--- src/hdl/boxds_pkg.sv ---
// Shared constants, reciprocal table and queue entry type for the box downscaler.
`timescale 1ns / 1ps

package boxds_pkg;

    localparam int MAX_WIDTH   = 4096;
    localparam int MAX_HEIGHT  = 4096;
    localparam int MAX_FACTOR  = 16;

    localparam int PIX_W       = 8;
    localparam int SUM_W       = 16;
    localparam int SUMS_W      = 3 * SUM_W;
    localparam int FACTOR_W    = 5;
    localparam int SIZE_W      = 13;
    localparam int COL_W       = $clog2(MAX_WIDTH);
    localparam int ROW_W       = $clog2(MAX_HEIGHT);
    localparam int SQ_W        = $clog2(MAX_FACTOR);

    // queue depth must stay a power of two (pointers wrap naturally)
    localparam int QUEUE_DEPTH = 4;
    localparam int QPTR_W      = $clog2(QUEUE_DEPTH);
    localparam int QCNT_W      = $clog2(QUEUE_DEPTH + 1);

    localparam int CFG_IDX_W   = 2;
    localparam int CFG_DATA_W  = SIZE_W;

    localparam logic [CFG_IDX_W-1:0] REG_FACTOR = 2'd0;
    localparam logic [CFG_IDX_W-1:0] REG_WIDTH  = 2'd1;
    localparam logic [CFG_IDX_W-1:0] REG_HEIGHT = 2'd2;

    localparam logic [FACTOR_W-1:0] FACTOR_RESET = 5'd2;
    localparam logic [SIZE_W-1:0]   WIDTH_RESET  = 13'd640;
    localparam logic [SIZE_W-1:0]   HEIGHT_RESET = 13'd480;

    // quotient = (sum * RECIP[f]) >> RECIP_SHIFT, RECIP[f] = ceil(2^24 / f^2);
    // exact for every 16-bit sum
    localparam int RECIP_SHIFT = 24;
    localparam int RECIP_W     = 25;
    localparam int PROD_W      = SUM_W + RECIP_W;

    localparam logic [RECIP_W-1:0] RECIP [0:MAX_FACTOR] = '{
        25'd16777216, 25'd16777216, 25'd4194304, 25'd1864136, 25'd1048576,
        25'd671089,   25'd466034,   25'd342393,  25'd262144,  25'd207127,
        25'd167773,   25'd138655,   25'd116509,  25'd99274,   25'd85599,
        25'd74566,    25'd65536
    };

    typedef struct packed {
        logic [PIX_W-1:0] red;
        logic [PIX_W-1:0] green;
        logic [PIX_W-1:0] blue;
        logic [COL_W-1:0] col;      // output column, sum store address
        logic             first;    // top-left pixel of the square
        logic             last;     // bottom-right pixel, gives a result
        logic             eor;
        logic             eof;
    } t_item;

endpackage

--- src/hdl/boxds_front.sv ---
// Front end: configuration, frame position counters and pixel classification.
`timescale 1ns / 1ps

module boxds_front
    import boxds_pkg::*;
(
    input  logic                  i_clk,
    input  logic                  i_rst_n,
    input  logic                  i_cfg_wr_en,
    input  logic [CFG_IDX_W-1:0]  i_cfg_index,
    input  logic [CFG_DATA_W-1:0] i_cfg_data,
    input  logic                  i_in_valid,
    input  logic [PIX_W-1:0]      i_red_in,
    input  logic [PIX_W-1:0]      i_green_in,
    input  logic [PIX_W-1:0]      i_blue_in,
    output logic                  o_in_stall,
    input  logic                  i_full,
    output logic                  o_push,
    output t_item                 o_item,
    output logic [FACTOR_W-1:0]   o_factor
);

    logic [FACTOR_W-1:0] r_factor;
    logic [SIZE_W-1:0]   r_width;
    logic [SIZE_W-1:0]   r_height;

    logic [COL_W-1:0]    r_col;
    logic [ROW_W-1:0]    r_row;
    logic [SQ_W-1:0]     r_cis;
    logic [SQ_W-1:0]     r_ris;
    logic [COL_W-1:0]    r_oc;
    logic                r_col_ok;
    logic                r_col_last;
    logic                r_row_ok;
    logic                r_row_last;

    logic [FACTOR_W-1:0] f_eff;
    logic [SIZE_W-1:0]   w_eff;
    logic [SIZE_W-1:0]   h_eff;
    logic [SIZE_W-1:0]   f_ext;
    logic [SIZE_W-1:0]   f2_ext;
    logic [SIZE_W-1:0]   col_ext;
    logic [SIZE_W-1:0]   row_ext;
    logic                col_ok;
    logic                col_last;
    logic                row_ok;
    logic                row_last;
    logic                cis_wrap;
    logic                ris_wrap;
    logic                col_end;
    logic                row_end;
    logic                accept;

    // clamp the registers to their usable ranges
    always_comb begin
        if (r_factor == '0) begin
            f_eff = FACTOR_W'(1);
        end else if (r_factor > FACTOR_W'(MAX_FACTOR)) begin
            f_eff = FACTOR_W'(MAX_FACTOR);
        end else begin
            f_eff = r_factor;
        end
        if (r_width == '0) begin
            w_eff = SIZE_W'(1);
        end else if (r_width > SIZE_W'(MAX_WIDTH)) begin
            w_eff = SIZE_W'(MAX_WIDTH);
        end else begin
            w_eff = r_width;
        end
        if (r_height == '0) begin
            h_eff = SIZE_W'(1);
        end else if (r_height > SIZE_W'(MAX_HEIGHT)) begin
            h_eff = SIZE_W'(MAX_HEIGHT);
        end else begin
            h_eff = r_height;
        end
    end

    // square flags are decided at the square's first column / row and held
    always_comb begin
        f_ext    = SIZE_W'(f_eff);
        f2_ext   = SIZE_W'({f_eff, 1'b0});
        col_ext  = SIZE_W'(r_col);
        row_ext  = SIZE_W'(r_row);
        col_ok   = (r_cis == '0) ? ((col_ext + f_ext) <= w_eff) : r_col_ok;
        col_last = (r_cis == '0) ? ((col_ext + f2_ext) > w_eff) : r_col_last;
        row_ok   = (r_ris == '0) ? ((row_ext + f_ext) <= h_eff) : r_row_ok;
        row_last = (r_ris == '0) ? ((row_ext + f2_ext) > h_eff) : r_row_last;
        cis_wrap = ((FACTOR_W'(r_cis) + FACTOR_W'(1)) == f_eff);
        ris_wrap = ((FACTOR_W'(r_ris) + FACTOR_W'(1)) == f_eff);
        col_end  = ((col_ext + SIZE_W'(1)) >= w_eff);
        row_end  = ((row_ext + SIZE_W'(1)) >= h_eff);
        accept   = i_in_valid && !i_full;
    end

    always_comb begin
        o_item.red   = i_red_in;
        o_item.green = i_green_in;
        o_item.blue  = i_blue_in;
        o_item.col   = r_oc;
        o_item.first = (r_cis == '0) && (r_ris == '0);
        o_item.last  = cis_wrap && ris_wrap;
        o_item.eor   = col_last;
        o_item.eof   = col_last && row_last;
    end

    assign o_push     = accept && col_ok && row_ok;
    assign o_in_stall = i_full;
    assign o_factor   = f_eff;

    always_ff @(posedge i_clk) begin
        if (!i_rst_n) begin
            r_factor   <= FACTOR_RESET;
            r_width    <= WIDTH_RESET;
            r_height   <= HEIGHT_RESET;
            r_col      <= '0;
            r_row      <= '0;
            r_cis      <= '0;
            r_ris      <= '0;
            r_oc       <= '0;
            r_col_ok   <= 1'b0;
            r_col_last <= 1'b0;
            r_row_ok   <= 1'b0;
            r_row_last <= 1'b0;
        end else if (i_cfg_wr_en) begin
            case (i_cfg_index)
                REG_FACTOR: r_factor <= i_cfg_data[FACTOR_W-1:0];
                REG_WIDTH:  r_width  <= i_cfg_data;
                REG_HEIGHT: r_height <= i_cfg_data;
                default: ;
            endcase
            // any known register restarts the frame
            if (i_cfg_index inside {REG_FACTOR, REG_WIDTH, REG_HEIGHT}) begin
                r_col <= '0;
                r_row <= '0;
                r_cis <= '0;
                r_ris <= '0;
                r_oc  <= '0;
            end
        end else if (accept) begin
            r_col_ok   <= col_ok;
            r_col_last <= col_last;
            r_row_ok   <= row_ok;
            r_row_last <= row_last;
            if (col_end) begin
                r_col <= '0;
                r_cis <= '0;
                r_oc  <= '0;
                if (row_end) begin
                    r_row <= '0;
                    r_ris <= '0;
                end else begin
                    r_row <= r_row + ROW_W'(1);
                    r_ris <= ris_wrap ? '0 : r_ris + SQ_W'(1);
                end
            end else begin
                r_col <= r_col + COL_W'(1);
                r_cis <= cis_wrap ? '0 : r_cis + SQ_W'(1);
                if (cis_wrap) begin
                    r_oc <= r_oc + COL_W'(1);
                end
            end
        end
    end

endmodule

--- config.mk ---
export PLATFORM = sky130hd
export DESIGN_NAME = boxds_front
export DESIGN_NICKNAME = d
export VERILOG_FILES = /design/src/hdl/boxds_pkg.sv /design/src/hdl/boxds_front.sv
export SDC_FILE = /design/constraint.sdc
export NUM_CORES = 1
export LEC_CHECK = 0
export BUFFER_PORTS_ARGS = -buffer_cell sky130_fd_sc_hd__clkbuf_2
export CAP_MARGIN = 20
export CORE_MARGIN = 2
export CORE_UTILIZATION = 55
export CTS_CLUSTER_SIZE = 25
export DETAILED_ROUTE_END_ITERATION = 12
export GPL_ROUTABILITY_DRIVEN = 1
export GPL_TIMING_DRIVEN = 0
export PLACE_DENSITY_LB_ADDON = 0.1
export RECOVER_POWER = 100
export SLEW_MARGIN = 20
export SYNTH_ARGS = -nofsm -noshare
export SYNTH_HDL_FRONTEND = slang
export SYNTH_SLANG_ARGS = --single-unit
--- constraint.sdc ---
create_clock -name i_clk -period 5.2 [get_ports i_clk]
set_input_delay 0.26 -clock i_clk [delete_from_list [all_inputs] [get_ports i_clk]]
set_output_delay 0.26 -clock i_clk [all_outputs]
set_load 0.1 [all_outputs]
# [Word-level counts from Yosys, hierarchy flattened]
# Cells that the tools add are included.
[word_totals] register_bits=79 elab_cells=96
[op_classes] add_sub_neg=13 n_lt_le_gt_ge=9 eq_ne=5 muxes=32 bitwise=1 reduce_logical=24
[op_table] cell="two-way mux 12 bit" count=12
[op_table] cell="two-way mux 13 bit" count=4
[op_table] cell="two-way mux 4 bit" count=10
[op_table] cell="adder 12 x 1 -> 12 bit, second input constant" count=3
[op_table] cell="adder 12 x 1 -> 13 bit, second input constant" count=2
[op_table] cell="adder 12 x 5 -> 13 bit" count=2
[op_table] cell="adder 12 x 6 -> 13 bit" count=2
[op_table] cell="greater-or-equal comparator 13 bit" count=2
[op_table] cell="> comparator 13 bit" count=2
[op_table] cell="> comparator 13 bit, second input constant" count=2
[op_table] cell="less-or-equal comparator 13 bit" count=2
[op_table] cell="zero test 13 bit" count=2
[op_table] cell="adder 4 x 1 -> 5 bit, second input constant" count=2
[op_table] cell="== test 5 bit" count=2
[op_table] cell="two-way mux 5 bit" count=2
[op_table] cell="AND reduction 2 bit" count=5
[op_table] cell="adder 4 x 1 -> 4 bit, second input constant" count=2
[op_table] cell="zero test 4 bit" count=2
[op_table] cell="logical AND 1 bit" count=6
[op_table] cell="AND reduction 3 bit" count=2
[op_table] cell="nonzero test 3 bit" count=2
[op_table] cell="> comparator 5 bit, second input constant" count=1
[op_table] cell="zero test 5 bit" count=1
[op_table] cell="two-way mux 1 bit" count=4
[op_table] cell="7 further kinds" count=8

# [Logic depth before layout (Yosys ltp)]
[depth] ltp_word=9 depth_mapped=20 mapped_depth_nobuf=19

# [Worst setup path before layout]
# OpenSTA, ideal clock, no wires.
[synth_timing] path_type="reg-to-output" startpoint="register r_factor[4]" endpoint="output port o_item[0] (netlist bit)" arrival_ns=6.525 path_slack_ns=-1.585 stages_incl_launch_ff=17 n_path_buf=1 cell_sequence="dfxtp_1 > buf_4 > nor2b_1 > ha_1 > a21o_1 > a21oi_1 > nor2b_1 > o21ai_0 > nor2_1 > xor2_1 > ha_1 > nand4_1 > or4_1 > o21ai_0 > o21ai_0 > o31a_1 > a21boi_0"
[synth_rtl] element="start: declaration" line_no="boxds_front.sv:23" source="logic [FACTOR_W-1:0] r_factor;"
[synth_rtl] element="start signal: assignment" line_no="boxds_front.sv:127" source="REG_FACTOR: r_factor <= i_cfg_data[FACTOR_W-1:0];"
[synth_rtl] element="end: declaration" line_no="boxds_front.sv:19" source="output t_item o_item,"

==> impl_metrics.py <==
metrics = {
    "outcome": {
        "outcome": "finished, final reports clean",
    },
    "detailed_routing": {
        "vias": 6768,
        "ant_nets": 0,
        "avgViaCountPerCell": 5.69,
        "drc_errors": 0,
        "routedWlPerCell_um": 16.5,
        "drtIter0Drc": 382,
        "finalWirelength_mm": 19.6,
        "first_pass_iters": 5,
    },
    "floorplanning": {
        "num_io_pins": 91,
        "die_w_um": 119,
        "die_h_um": 119,
        "start_util_pct": 55.7,
        "dieArea_sq_mm": 0.0142,
        "std_cell_rows": 42,
        "core-area_sq_mm": 0.0131,
    },
    "critical_path": {
        "crit_required_ps": 4940,
        "rr_startpoint": "r_factor[4]",
        "crit_path_start_kind": "register",
        "critPathMaxFanout": 10,
        "worstReg2RegEnd": "r_row_last",
        "reg2reg_depth": 17,
        "endpoint_kind": "output pin",
        "r2r_slack_ps": 970,
        "cp.arrival_ps": 4760,
        "critPathKind": "register to output pin",
    },
    "global_route": {
        "grt_overflow_total": 0,
        "first_global_vias": 6281,
        "grt_max_degree": 16,
        "grt.total_usage_pct": 28.0,
        "grt_pass1_wl_mm": 31.5,
        "antenna_found_initial": 0,
    },
    "clock_network": {
        "htreeDepth": 3,
        "cts_root_buffer": "clkbuf_16",
        "clkTransAtPathRegs_ps": 70,
        "cts_buffer_depth": 2,
        "cts_tree": "done",
        "clock_latency_ps": 350,
        "cts_inserted_buffers": 9,
        "cts.sinks": 79,
    },
    "yosys": {
        "ys_seq_elements": 79,
        "async_flop_share_pct": 0,
        "postSynthAreaPerCell_sq_um": 7.83,
        "synth_top_family_by_area": "simple AND/OR/NAND/NOR gates",
        "synth-simple-area-share_pct": 21.6,
        "synth-xor-area-share_pct": 8.23,
        "syn_area_sq_mm": 0.00729,
        "synthFlopType": "dfxtp_1",
        "synthAdderAreaFrac_pct": 19.3,
        "seq_area_frac_synth_pct": 21.7,
        "yosysWarnings": 0,
        "muxShareOfSynthArea_pct": 1.92,
        "synth_compound_area_share_pct": 19.5,
        "syn-num-nets": 1086,
        "synthCells": 932,
        "synth_edf_count": 0,
        "synth.distinct_cells": 65,
    },
    "layout": {
        "area_growth_pct": 11.8,
        "utilization_pct": 62.3,
        "n_fill_cell": 1247,
        "seq_area_sq_mm": 0.00158,
        "drive_above_1_share_pct": 9.57,
        "stdcell_area_sq_mm": 0.00816,
        "multi_input_area_sq_mm": 0.00518,
        "layout.nets": 1163,
        "n_antenna_cell": 0,
    },
    "placement": {
        "gp_congestion": 0.894,
        "numPortBuffers": 65,
        "placed_area_sq_mm": 0.00785,
        "dp_hpwl_mm": 15.5,
    },
    "timing": {
        "finalClockSkew_ps": 8.71,
        "holdWs_ps": 148,
        "tightest_slew_ps": 1180,
        "slew_violations": 0,
        "final.min_clock_period_ps": 5020,
        "setup_viol": 0,
        "hold_viol_final": 0,
        "tns_ps": 0,
        "maxSlewHeadroom_pct": 21.9,
        "max_freq_mhz": 199,
        "layout_worst_path_cycle_share_pct": 96.5,
    },
    "min_path": {
        "min_path_cells": 3,
        "min_path_type": "primary input to register",
        "hold_path_end": "r_height[5]",
        "hold_start": "i_cfg_data[5]",
    },
    "power": {
        "p_per_area_mw_per_mm2": 205,
        "power.leakage_nw": 3.54,
        "peakVddDrop_uv": 149,
    },
    "flow_run": {
        "maxCapViolations": 0,
    },
}
## repair_timing
| action | 4_1_cts | 5_1_grt |
|---|---|---|
| hold buffers | 0 | 0 |
| pin swaps | 0 | 2 |
| buffers inserted | 0 | 1 |
| gates resized for setup | 8 | 12 |
| setup endpoints to repair | 3 | 3 |
## area by class of cell
type | count | share of cell area (%)
Clock buffer | 9 | 2.76
Tap cell | 176 | 2.70
Sequential cell | 79 | 19.4
Inverter | 40 | 1.89
Timing Repair Buffer | 66 | 3.71
Clock inverter | 7 | 0.966
Multi-Input combinational cell | 736 | 63.5
Buffer | 77 | 5.11
## critical path: stages (launching register included)
cell and delay, ps:
dfxtp_2 430, buf_4 220, inv_1 120, nand2_2 170, clkinvlp_4 180, buf_12 170, fa_1 450, a21o_1 180
a21oi_1 210, nor2b_1 80, o21ai_1 260, xnor2_1 110, ha_1 320, a21o_1 180, a221o_1 340, a221o_1 400
o21ai_0 230, a21boi_2 90, buf_4 240
## worst max-delay path by stage
stage	startpoint	to	depth (start not counted)
2_1_floorplan	r_factor[4]	o_item[0]	18
6_report	r_factor[4]	o_item[0]	18
3_5_place_dp	r_factor[1]	o_push	21
5_1_grt	r_factor[1]	o_push	21
3_3_place_gp	r_factor[1]	o_push	21
4_1_cts	r_factor[4]	o_item[0]	20
## metal layers
metal  vias up  global-route usage [%]  wire, um
li1       3451                       -         -
met5         -                       0         0
met1      3115                    38.3      9490
met2       179                    45.1      8860
met4         0                    8.78       355
met3        23                    4.31       941
## state kept, by name (all words and copies together) (netlist names)
| register | cells |
|---|---|
| r_width | 13 |
| r_col_ok | 1 |
| r_cis | 4 |
| r_col_last | 1 |
| r_factor | 5 |
| r_col | 12 |
| r_row_ok | 1 |
| r_row | 12 |
| r_oc | 12 |
| r_row_last | 1 |
| r_height | 13 |
| r_ris | 4 |
## layout by cell type, fill, tap and decap left out, drive strengths merged, types with 21 or more instances in the layout
master,synthesis,layout
a21oi,53,53
inv,40,42
ha,106,106
xnor2,37,37
nand2,136,136
a21boi,23,23
buf,41,42
o21ai,34,34
nand4,22,22
nor2,59,59
dfxtp,79,79
clkbuf,36,110
xor2,29,29
nand3,40,40
o211ai,21,21
## Yosys cell counts, types with 3 or more instances
cell	n	share of area [%]
and3_1	7	0.60
o21ai_1	8	0.55
xor2_1	29	3.5
nor3_1	15	1.0
or4_1	3	0.31
nor2_1	59	3.0
nand2_1	136	7.0
inv_1	40	2.1
o21bai_1	3	0.31
nand4_1	22	1.9
or2_2	4	0.34
o21ai_0	26	1.8
nor2b_1	16	1.4
xnor2_1	37	4.4
fa_1	4	1.1
a21boi_0	22	2.3
nand3_1	40	2.7
nor4_1	6	0.51
buf_1	6	0.31
mux2i_1	14	1.9
o21a_1	8	0.82
a211oi_1	5	0.51
o211ai_1	21	2.2
ha_1	106	18
a21o_1	20	2.1
dfxtp_1	79	22
a32o_1	5	0.69
buf_4	29	3.0
buf_2	4	0.27
nand3b_1	4	0.41
a31oi_1	14	1.2
or3_1	4	0.34
o22ai_1	7	0.60
a21oi_1	52	3.6
nor3b_1	4	0.41
clkbuf_1	36	1.9
## kinds of logic after synthesis
group                    Yosys count
AND/OR/NAND/NOR                  333
AO/OA/AOI/OAI                    212
buffers and inverters            117
adder cells (fa/ha/maj)          110
flip-flops                        79
XOR/XNOR                          67
multiplexers                      14
## power breakdown
group | internal (mW) | total (mW) | switching [mW] | leakage, nW
sequential | 0.618 | 0.633 | 0.0150 | 0.640
clock | 0.378 | 0.665 | 0.287 | 0.144
combinational | 0.109 | 0.376 | 0.267 | 2.75
## stage by stage
step                setup WS (ps)  total power [mW]  std cells
detailed placement            123              1.02       1173
floorplan                     164             0.929        932
global placement              140              1.01       1173
CTS                          23.1              1.68       1189
global route                -16.3              1.74       1190
finish                        182              1.67       1190
Power figures use the tool's default switching activity.
