<file path="src/hdl/boxds_pkg.sv">
// Shared constants, reciprocal table and queue entry type for the box downscaler.
`timescale 1ns / 1ps

package boxds_pkg;

    localparam int MAX_WIDTH   = 4096;
    localparam int MAX_HEIGHT  = 4096;
    localparam int MAX_FACTOR  = 16;

    localparam int PIX_W       = 8;
    localparam int SUM_W       = 16;
    localparam int SUMS_W      = 3 * SUM_W;
    localparam int FACTOR_W    = 5;
    localparam int SIZE_W      = 13;
    localparam int COL_W       = $clog2(MAX_WIDTH);
    localparam int ROW_W       = $clog2(MAX_HEIGHT);
    localparam int SQ_W        = $clog2(MAX_FACTOR);

    // queue depth must stay a power of two (pointers wrap naturally)
    localparam int QUEUE_DEPTH = 4;
    localparam int QPTR_W      = $clog2(QUEUE_DEPTH);
    localparam int QCNT_W      = $clog2(QUEUE_DEPTH + 1);

    localparam int CFG_IDX_W   = 2;
    localparam int CFG_DATA_W  = SIZE_W;

    localparam logic [CFG_IDX_W-1:0] REG_FACTOR = 2'd0;
    localparam logic [CFG_IDX_W-1:0] REG_WIDTH  = 2'd1;
    localparam logic [CFG_IDX_W-1:0] REG_HEIGHT = 2'd2;

    localparam logic [FACTOR_W-1:0] FACTOR_RESET = 5'd2;
    localparam logic [SIZE_W-1:0]   WIDTH_RESET  = 13'd640;
    localparam logic [SIZE_W-1:0]   HEIGHT_RESET = 13'd480;

    // quotient = (sum * RECIP[f]) >> RECIP_SHIFT, RECIP[f] = ceil(2^24 / f^2);
    // exact for every 16-bit sum
    localparam int RECIP_SHIFT = 24;
    localparam int RECIP_W     = 25;
    localparam int PROD_W      = SUM_W + RECIP_W;

    localparam logic [RECIP_W-1:0] RECIP [0:MAX_FACTOR] = '{
        25'd16777216, 25'd16777216, 25'd4194304, 25'd1864136, 25'd1048576,
        25'd671089,   25'd466034,   25'd342393,  25'd262144,  25'd207127,
        25'd167773,   25'd138655,   25'd116509,  25'd99274,   25'd85599,
        25'd74566,    25'd65536
    };

    typedef struct packed {
        logic [PIX_W-1:0] red;
        logic [PIX_W-1:0] green;
        logic [PIX_W-1:0] blue;
        logic [COL_W-1:0] col;      // output column, sum store address
        logic             first;    // top-left pixel of the square
        logic             last;     // bottom-right pixel, gives a result
        logic             eor;
        logic             eof;
    } t_item;

endpackage

</file>
<file path="src/hdl/boxds_queue.sv">
// Small show-ahead queue of classified pixels between front and back.
`timescale 1ns / 1ps

module boxds_queue
    import boxds_pkg::*;
(
    input  logic  i_clk,
    input  logic  i_rst_n,
    input  logic  i_push,
    input  t_item i_item,
    input  logic  i_pop,
    output t_item o_head,
    output logic  o_full,
    output logic  o_empty
);

    t_item              r_mem [0:QUEUE_DEPTH-1];
    logic [QPTR_W-1:0]  r_wr_ptr;
    logic [QPTR_W-1:0]  r_rd_ptr;
    logic [QCNT_W-1:0]  r_count;

    always_ff @(posedge i_clk) begin
        if (i_push) begin
            r_mem[r_wr_ptr] <= i_item;
        end
    end

    always_ff @(posedge i_clk) begin
        if (!i_rst_n) begin
            r_wr_ptr <= '0;
            r_rd_ptr <= '0;
            r_count  <= '0;
        end else begin
            if (i_push) begin
                r_wr_ptr <= r_wr_ptr + QPTR_W'(1);
            end
            if (i_pop) begin
                r_rd_ptr <= r_rd_ptr + QPTR_W'(1);
            end
            if (i_push && !i_pop) begin
                r_count <= r_count + QCNT_W'(1);
            end else if (!i_push && i_pop) begin
                r_count <= r_count - QCNT_W'(1);
            end
        end
    end

    assign o_head  = r_mem[r_rd_ptr];
    assign o_full  = (r_count == QCNT_W'(QUEUE_DEPTH));
    assign o_empty = (r_count == '0);

endmodule

</file>
<file path="config.mk">
export PLATFORM = sky130hd
export DESIGN_NAME = boxds_queue
export DESIGN_NICKNAME = d
export VERILOG_FILES = /design/src/hdl/boxds_pkg.sv /design/src/hdl/boxds_queue.sv
export SDC_FILE = /design/constraint.sdc
export NUM_CORES = 1
export LEC_CHECK = 0
export ABC_AREA = 1
export BUFFER_PORTS_ARGS = -buffer_cell sky130_fd_sc_hd__buf_2
export CORE_MARGIN = 3
export CORE_UTILIZATION = 50
export DETAILED_ROUTE_END_ITERATION = 6
export PLACE_DENSITY = 0.71
export SYNTH_ARGS = -nofsm -noshare
export SYNTH_HDL_FRONTEND = slang
export SYNTH_SLANG_ARGS = --single-unit
</file>
<file path="constraint.sdc">
create_clock -name i_clk -period 2.3 [get_ports i_clk]
set_clock_uncertainty 0.05 [all_clocks]
set_input_delay 0.69 -clock i_clk [delete_from_list [all_inputs] [get_ports i_clk]]
set_output_delay 0.69 -clock i_clk [all_outputs]
set_load 0.02 [all_outputs]
</file>
## Word-level counts from Yosys, hierarchy flattened

Memory sizes are Yosys's and may differ from the RTL's. A register that Yosys moved wholly into a read port is not among the register bits.
Cells that the tools add are included.

- Bits in writable memories: 160
- Memories kept: 1
- Input port bits: 44
- Word-level logic and storage cells: 21
- Output and inout port bits: 42
- Register bits after elaboration: 7

Memory list:

| name | depth | bits a word | rd ports | clocked after memory_dff | write ports | line | text |
|---|---|---|---|---|---|---|---|
| r_mem | 4 | 40 | 1 | 1 | 1 | boxds_queue.sv:17 | `t_item r_mem [0:QUEUE_DEPTH-1];` |

- $add $sub $neg: 4
- Muxes and demuxes: 6
- Reduce and logical (&&, ||, !) cells: 6
- Eq/ne operators: 1

Operators by type and width:

| operator | number |
|---|---|
| $mux W3 | 2 |
| $add A2 B1 Y2 const B | 2 |
| $mux W2 | 2 |
| $add A3 B1 Y3 const B | 1 |
| $eq A3 B3 Y1 const B | 1 |
| $logic_not A3 Y1 | 1 |
| $sub A3 B1 Y3 const B | 1 |
| $logic_and A1 B1 Y1 | 2 |
| $logic_not A1 Y1 | 2 |
| $mux W1 | 2 |
| $reduce_bool A2 Y1 | 1 |

## Longest topological paths before layout

Gate-level depths: netlist (run 1).

- Word-level depth: 4
- Mapped depth: 10
- Depth with buffers taken out: 10

## Least setup slack after synthesis (run 1)

OpenSTA, ideal clock, no wires.

- Kind: input-to-reg
- From: input i_push
- To: memory r_mem[2][0] (netlist name) (enable)
- Data required time: 1.855 ns
- Slack: 0.345 ns
- Library setup time: 0.395 ns
- Stages on the path: 2
- Buffers on the path: 0
- Arrival time: 1.510 ns
- Path through: nand2_1 > inv_1

- Cells in the longest elaborated chain, start to end: 2

Ends and longest elaborated chain:

| item | line | text |
|---|---|---|
| start, declared | boxds_queue.sv:9 | `input logic i_push,` |
| $mux W1 | boxds_queue.sv:23 | `if (i_push) begin` |
| $mux W1 (not written as such) | boxds_queue.sv:24 | `r_mem[r_wr_ptr] <= i_item;` |
| end, declared | boxds_queue.sv:17 |  |

No other way between the ends.

==> metrics.csv, run 1 <==
stage,metric,value,unit
routing,drcViolationCount,0,
timing,setup_violations,1,
setup_path,path_class,reg -> out,
worst_hold_path,worst_hold_path_type,reg -> reg,
pwr,max-vdd-ir-drop,0.000606,V
yosys,ys_warn_count,0,
layout,stdcell_count,733,
placed_design,gp_congestion,0.737,
layout,final_util,66.3,%
yosys,avgSynthCellArea,14.6,µm²
yosys,ys_top_cells_by_area,"edfxtp_1 74%, nor2_1 4.9%, o22ai_1 3.9%",
layout,layout.nets,602,
floorplan,core_area,0.0124,mm²
yosys,yosysTopAreaCell,edfxtp_1,
layout,drive_above_1_share,31.5,%
setup_path,cp_cell_sequence,buf_8 > buf_16 > o21ai_1 > o22ai_2 > buf_6,
yosys,async_reset_ff_share,0,%
yosys,yosysMostFrequentCell,edfxtp_1,
timing,setup_slack,-0.00992,ns
cts,htree_levels,4,
setup_path,path_delay_family,flip-flops,
placed_design,dp_slack,0.305,ns
grt,grt_usage,20.5,%
setup_path,cp.required,1.56,ns
timing,hold_ws,0.384,ns
floorplan,die_w,120,µm
layout,synthToLayoutAreaGrowth,26.3,%
setup_path,r2r_cells,5,
grt,grt_pass1_wl,22200,µm
layout,antenna_cells,0,
yosys,synth_edf_count,160,
setup_path,arrival,1.57,ns
grt,met1_usage,28.1,%
cts,cts.sinks,169,
grt,antenna_found_initial,0,
cts,cts_root_buf,clkbuf_16,
run,maxCapViolations,0,
placed_design,dpl.hpwl,7570,µm
yosys,synth_area,0.00649,mm²
grt,overflow,0,
routing,via_per_inst,5.53,
setup_path,worst_r2r_endpoint,r_mem[2][34]$_DFFE_PP_,
floorplan,die_h,120,µm
yosys,synth_cells,445,
cts,cts_tree,done,
outcome,failed_checks,negative setup slack,
grt,grt_use_met2,31.6,%
routing,antenna_left,0,
timing,max_freq,433,MHz
grt,grt.busiest_layer,met2,
worst_hold_path,min_path_cells,1,
cts,cts.reportedPaths.clkPinSlew,0.06,ns
timing,timing.slew.headroom,76.2,%
yosys,ys_seq_area_share,76.8,%
yosys,yosys.area.top_type_share,74.0,%
setup_path,ff2ff_setup_slack,0.84,ns
routing,drtIter0Drc,426,
setup_path,critPathMaxFanout,6,
timing,post-route-period-util,100,%
pwr,p_leak,2.99,nW
yosys,synthFlopType,edfxtp_1,
setup_path,max_stage_delay,0.44,ns
cts,clock_latency,0.42,ns
yosys,syn_nets,495,
routing,vias,4055,
routing,routedWlPerCell,19.5,µm
grt,gr-usage-met3,5.04,%
setup_path,cp-end-kind,output pin,
setup_path,cp-start-kind,register,
floorplan,start_util,52.5,%
placed_design,dp.cells,688,
setup_path,cp_slowest_cell,dfxtp_4,
floorplan,ioPinCount,86,
yosys,ys_top_cells_by_count,"160 x edfxtp_1, 85 x nor2_1, 46 x o21ai_0, 40 x o22ai_1, 38 x o21ai_1",
grt,grt_pass1_vias,4128,
floorplan,rows,40,
worst_hold_path,hold_start,r_rd_ptr[1]$_SDFFE_PN0P_,
setup_path,r2r_start,r_wr_ptr[0]$_SDFFE_PN0P_,
cts,clock_path_buffers,2,
placed_design,portBuffers,85,
setup_path,path_buf_inv,3,
yosys,ys_types,21,
cts,numCtsBuffers,17,
timing,worst_pin_slew,0.357,ns
yosys,ys_seq_elements,169,
pwr,report.power.total,7.69,mW
floorplan,dieArea,0.0144,mm²
routing,wirelength,14300,µm
outcome,status,"finished, violations left",
pwr,powerDensity,938,mW/mm²
timing,maxSlewViolCount,0,
timing,min_period,2.31,ns
timing,hold_viol,0,
routing,firstDrtPassIters,5,
timing,rsz0062_at_grt,yes,
grt,grt_max_degree,41,
## layout make-up
class                      instances  area (µm²)
clock buffer                      17         425
clock inverter                    15         254
fill                             890        4160
inverter                          17        80.1
multi-input combinational        234        1290
sequential                       169        4990
tap                              168         210
timing repair buffer             109         877
timing repair inverter             4        68.8
## cells by family (layout without fill, tap and decap cells)
logic type	Yosys count	in the layout	synth area share, %
AO/OA/AOI/OAI	130	130	10.9
adder cells (fa/ha/maj)	6	6	1.27
flip-flops	169	169	76.8
AND/OR/NAND/NOR	98	98	5.76
buffers and inverters	42	162	5.28
## through the flow
step	area (µm²)	TNS, ns
final	8200	-0.00992
after global routing	8200	-1.56
after global placement	7010	0
after CTS	8070	-0.347
after floorplan	6490	0
after detailed placement	7010	0
## sequential cells by signal, indices dropped and copies added (netlist names), named ones only
name      count
r_wr_ptr      2
r_count       3
r_mem       160
r_rd_ptr      2
## per-layer routing
layer	wire (µm)	vias up
met5	0	-
met4	232	0
met3	992	23
met2	6830	167
met1	6250	1992
li1	-	1873
## worst max path at each step
stage | startpoint | end | slack (ns) | depth (start not counted)
detailed placement | register | o_head[38] | 0.30 | 4
CTS | register | o_head[23] | -0.04 | 6
floorplan | i_push | r_mem[2][0]$_DFFE_PP_ | 0.35 | 2
global placement | register | o_head[12] | 0.34 | 4
finish | register | o_head[23] | -0.01 | 5
global route | register | o_head[15] | -0.06 | 5
## cell usage in the layout (no fill, tap or decap)
master      instances
clkinv_2            2
edfxtp_1          160
clkbuf_16          17
nand2_1             9
o21ai_2            13
a21oi_1             4
dfxtp_1             7
inv_1              11
buf_2              49
clkinv_16           1
fa_1                1
nand3_1             1
buf_4              44
dfxtp_2             1
o21ai_1            32
nor3_1              2
o21ai_0            40
buf_8               3
inv_8               2
nor2_4              2
clkinvlp_4          3
o22ai_1            32
dfxtp_4             1
nand4_1             1
inv_2               5
inv_12              1
o22ai_2             8
clkinv_1            3
bufinv_16           7
inv_16              1
ha_1                5
buf_6               3
nor2_1             79
buf_16              3
buf_12              7
o21ai_4             1
nor2_2              4
## where the power goes
| group | leakage (nW) | internal [mW] | switching (mW) |
|---|---|---|---|
| Sequential | 1.55 | 3.51 | 0.0481 |
| Combinational | 1.12 | 0.349 | 0.560 |
| Clock | 0.321 | 2.13 | 1.10 |
| Total | 2.99 | 5.99 | 1.71 |
## timing repair
action                     CTS  global route
gates cloned                 8             1
gates resized for setup     54            48
pin swaps                    9             5
setup buffers                6             0
hold buffers                 0             0
setup endpoints to repair   40            39
No activity file was read; power rests on OpenSTA's default activity.
==> run 2: changes to the inputs <==
--- a/config.mk
+++ b/config.mk
@@ -6,7 +6,7 @@
 export NUM_CORES = 1
 export LEC_CHECK = 0
 export ABC_AREA = 1
-export BUFFER_PORTS_ARGS = -buffer_cell sky130_fd_sc_hd__buf_2
+export BUFFER_PORTS_ARGS = -buffer_cell sky130_fd_sc_hd__buf_4
 export CORE_MARGIN = 3
 export CORE_UTILIZATION = 50
 export DETAILED_ROUTE_END_ITERATION = 6
==> run 2 against run 1 <==
The flow still finishes with violations (negative setup slack). Count of clock-buffer cells in the layout up 1. Critical path type unchanged. Cell count up 1.4%. Maximum frequency down 4.2%. Wire length up 6.1%. Via count up 3.1%. Utilization up 4.1 points. Non-clock buffer count up 8. Global-route usage down 0.71 points. Register-to-register slack better by 0.04 ns. Critical path depth up 1. First-iteration DRC count down 11%. Highest routed layer unchanged.
==> metrics.csv, run 2 (synthesis gave the netlist of run 1 again) <==
stage,metric,value,unit,change
setup_path,cp.required,1.56,ns,about the same
layout,stdcell_count,743,,+1.4%
floorplan,rows,40,,unchanged
cts,hold_buffers,0,,unchanged
pwr,p_leak,3.15,nW,+5.5%
timing,max_freq,415,MHz,-4.2%
grt,grt_pass1_vias,4083,,-1.1%
cts,htree_levels,4,,unchanged
layout,final_common_cell,edfxtp_1,,
grt,overflow,0,,unchanged
timing,min_period,2.41,ns,+0.101 ns
layout,regMostFlops,r_mem,,
grt,grt_max_degree,41,,unchanged
pwr,powerDensity,905,mW/mm²,-3.6%
placed_design,dp.cells,688,,unchanged
floorplan,core_area,0.0124,mm²,unchanged
grt,antenna_found_initial,0,,unchanged
layout,layout.nets,612,,+1.7%
grt,grt_usage,19.8,%,-0.71 points
layout,drive_above_1_share,37.2,%,+5.7 points
layout,final_cell_mix,"160 x edfxtp_1, 81 x buf_4, 67 x nor2_1, 37 x o21ai_1, 29 x o21ai_0",,
timing,timing.slew.headroom,76.5,%,+0.32 points
routing,antenna_left,0,,unchanged
cts,cts.sinks,169,,unchanged
routing,routedWlPerCell,20.4,µm,+4.7%
pwr,max-vdd-ir-drop,0.000507,V,-16%
timing,setup_violations,25,,+24
placed_design,gp_congestion,0.741,,+0.47%
layout,top_regs,"r_mem (160), r_count (3)",,
setup_path,cp-end-kind,output pin,,
timing,setup_slack,-0.111,ns,-0.101 ns
floorplan,die_h,120,µm,unchanged
routing,wirelength,15200,µm,+6.1%
routing,drcViolationCount,0,,unchanged
floorplan,die_w,120,µm,unchanged
placed_design,dpl.hpwl,7500,µm,-0.87%
cts,cts_root_buf,clkbuf_16,,
routing,drtIter0Drc,378,,-11%
cts,clock_latency,0.42,ns,about the same
layout,n_fill_cell,810,,-9.0%
placed_design,portBuffers,85,,unchanged
setup_path,path_class,reg -> out,,
routing,via_per_inst,5.63,,+1.7%
setup_path,arrival,1.67,ns,+0.10 ns
placed_design,dp_slack,0.123,ns,-0.182 ns
timing,worst_pin_slew,0.352,ns,-0.00484 ns
layout,largest_register_ffs,160,,unchanged
pwr,report.power.total,7.88,mW,+2.4%
routing,vias,4182,,+3.1%
floorplan,ioPinCount,86,,unchanged
layout,final_util,70.5,%,+4.1 points
grt,grt_pass1_wl,21500,µm,-3.4%
cts,cts_tree,done,,
setup_path,cp-start-kind,register,,
floorplan,start_util,52.5,%,unchanged
timing,hold_viol,0,,unchanged
timing,post-route-period-util,105,%,+4.4 points
layout,synthToLayoutAreaGrowth,34.2,%,
cts,cts.reportedPaths.clkPinSlew,0.06,ns,about the same
outcome,status,"finished, violations left",,
timing,maxSlewViolCount,0,,unchanged
run,maxCapViolations,0,,unchanged
layout,antenna_cells,0,,unchanged
worst_hold_path,worst_hold_path_type,in -> reg,,
routing,firstDrtPassIters,5,,unchanged
floorplan,dieArea,0.0144,mm²,unchanged
cts,clock_path_buffers,2,,unchanged
cts,numCtsBuffers,17,,unchanged
timing,rsz0062_at_grt,yes,,
outcome,failed_checks,negative setup slack,,
setup_path,critPathMaxFanout,10,,+4
[run 2: routing by layer]
metal | vias up | GRT usage, % | share of wire (%)
li1 | 1899 | - | -
met1 | 2053 | 25.6 | 40
met2 | 200 | 31.8 | 50
met3 | 30 | 5.94 | 8.1
met4 | 0 | 7.30 | 2.4
met5 | - | 0 | 0
[run 2: layout make-up]
cell class                      count  area [µm²]  area share [%]
Tap cell                          168         210            2.41
Timing Repair inverter              6         105            1.21
Sequential cell                   169        4990            57.3
Clock buffer                       18         429            4.93
Clock inverter                     14         251            2.89
Timing Repair Buffer              117        1180            13.5
Inverter                           17        90.1            1.03
Multi-Input combinational cell    234        1460            16.7
[run 2: timing repair]
item | CTS | global route
setup endpoints to repair | 40 | 40
cloned | 4 | 8
buffers inserted | 5 | 6
resized for setup | 46 | 91
pin swaps | 19 | 18
endpoints found under the hold margin | 0 | 0
[run 2: final timing paths]
check	from	end	slack (ns)	depth (start not counted)
max	register	o_head[30]	-0.11	6
min	i_item[0]	r_mem[2][0]$_DFFE_PP_	0.41	1
max reg2reg	r_wr_ptr[0]$_SDFFE_PN0P_	r_mem[0][5]$_DFFE_PP_	0.88	5
min reg2reg	r_rd_ptr[1]$_SDFFE_PN0P_	register	0.49	1
[run 2: power breakdown]
part | total, mW | switching (mW) | internal [mW] | leakage [nW]
clock | 3.26 | 1.13 | 2.13 | 0.325
sequential | 3.56 | 0.0527 | 3.51 | 1.55
combinational | 1.05 | 0.605 | 0.448 | 1.28
total | 7.88 | 1.79 | 6.09 | 3.15
[run 2: through the flow]
| step | hold WS (ns) | cell area, µm² | TNS, ns |
|---|---|---|---|
| 3_5_place_dp | 0.396 | 7210 | 0 |
| 3_3_place_gp | 0.383 | 7210 | 0 |
| 6_report | 0.412 | 8710 | -1.34 |
| 5_1_grt | 0.394 | 8710 | -3.31 |
| 2_1_floorplan | 0.362 | 6490 | 0 |
| 4_1_cts | 0.405 | 8200 | -0.540 |
[run 2: critical path, cell delays in order, from the launching register on]
cell	delay, ns
dfxtp_4	0.41
buf_12	0.18
buf_6	0.13
clkinv_8	0.09
o21ai_1	0.18
o22ai_2	0.09
buf_4	0.17
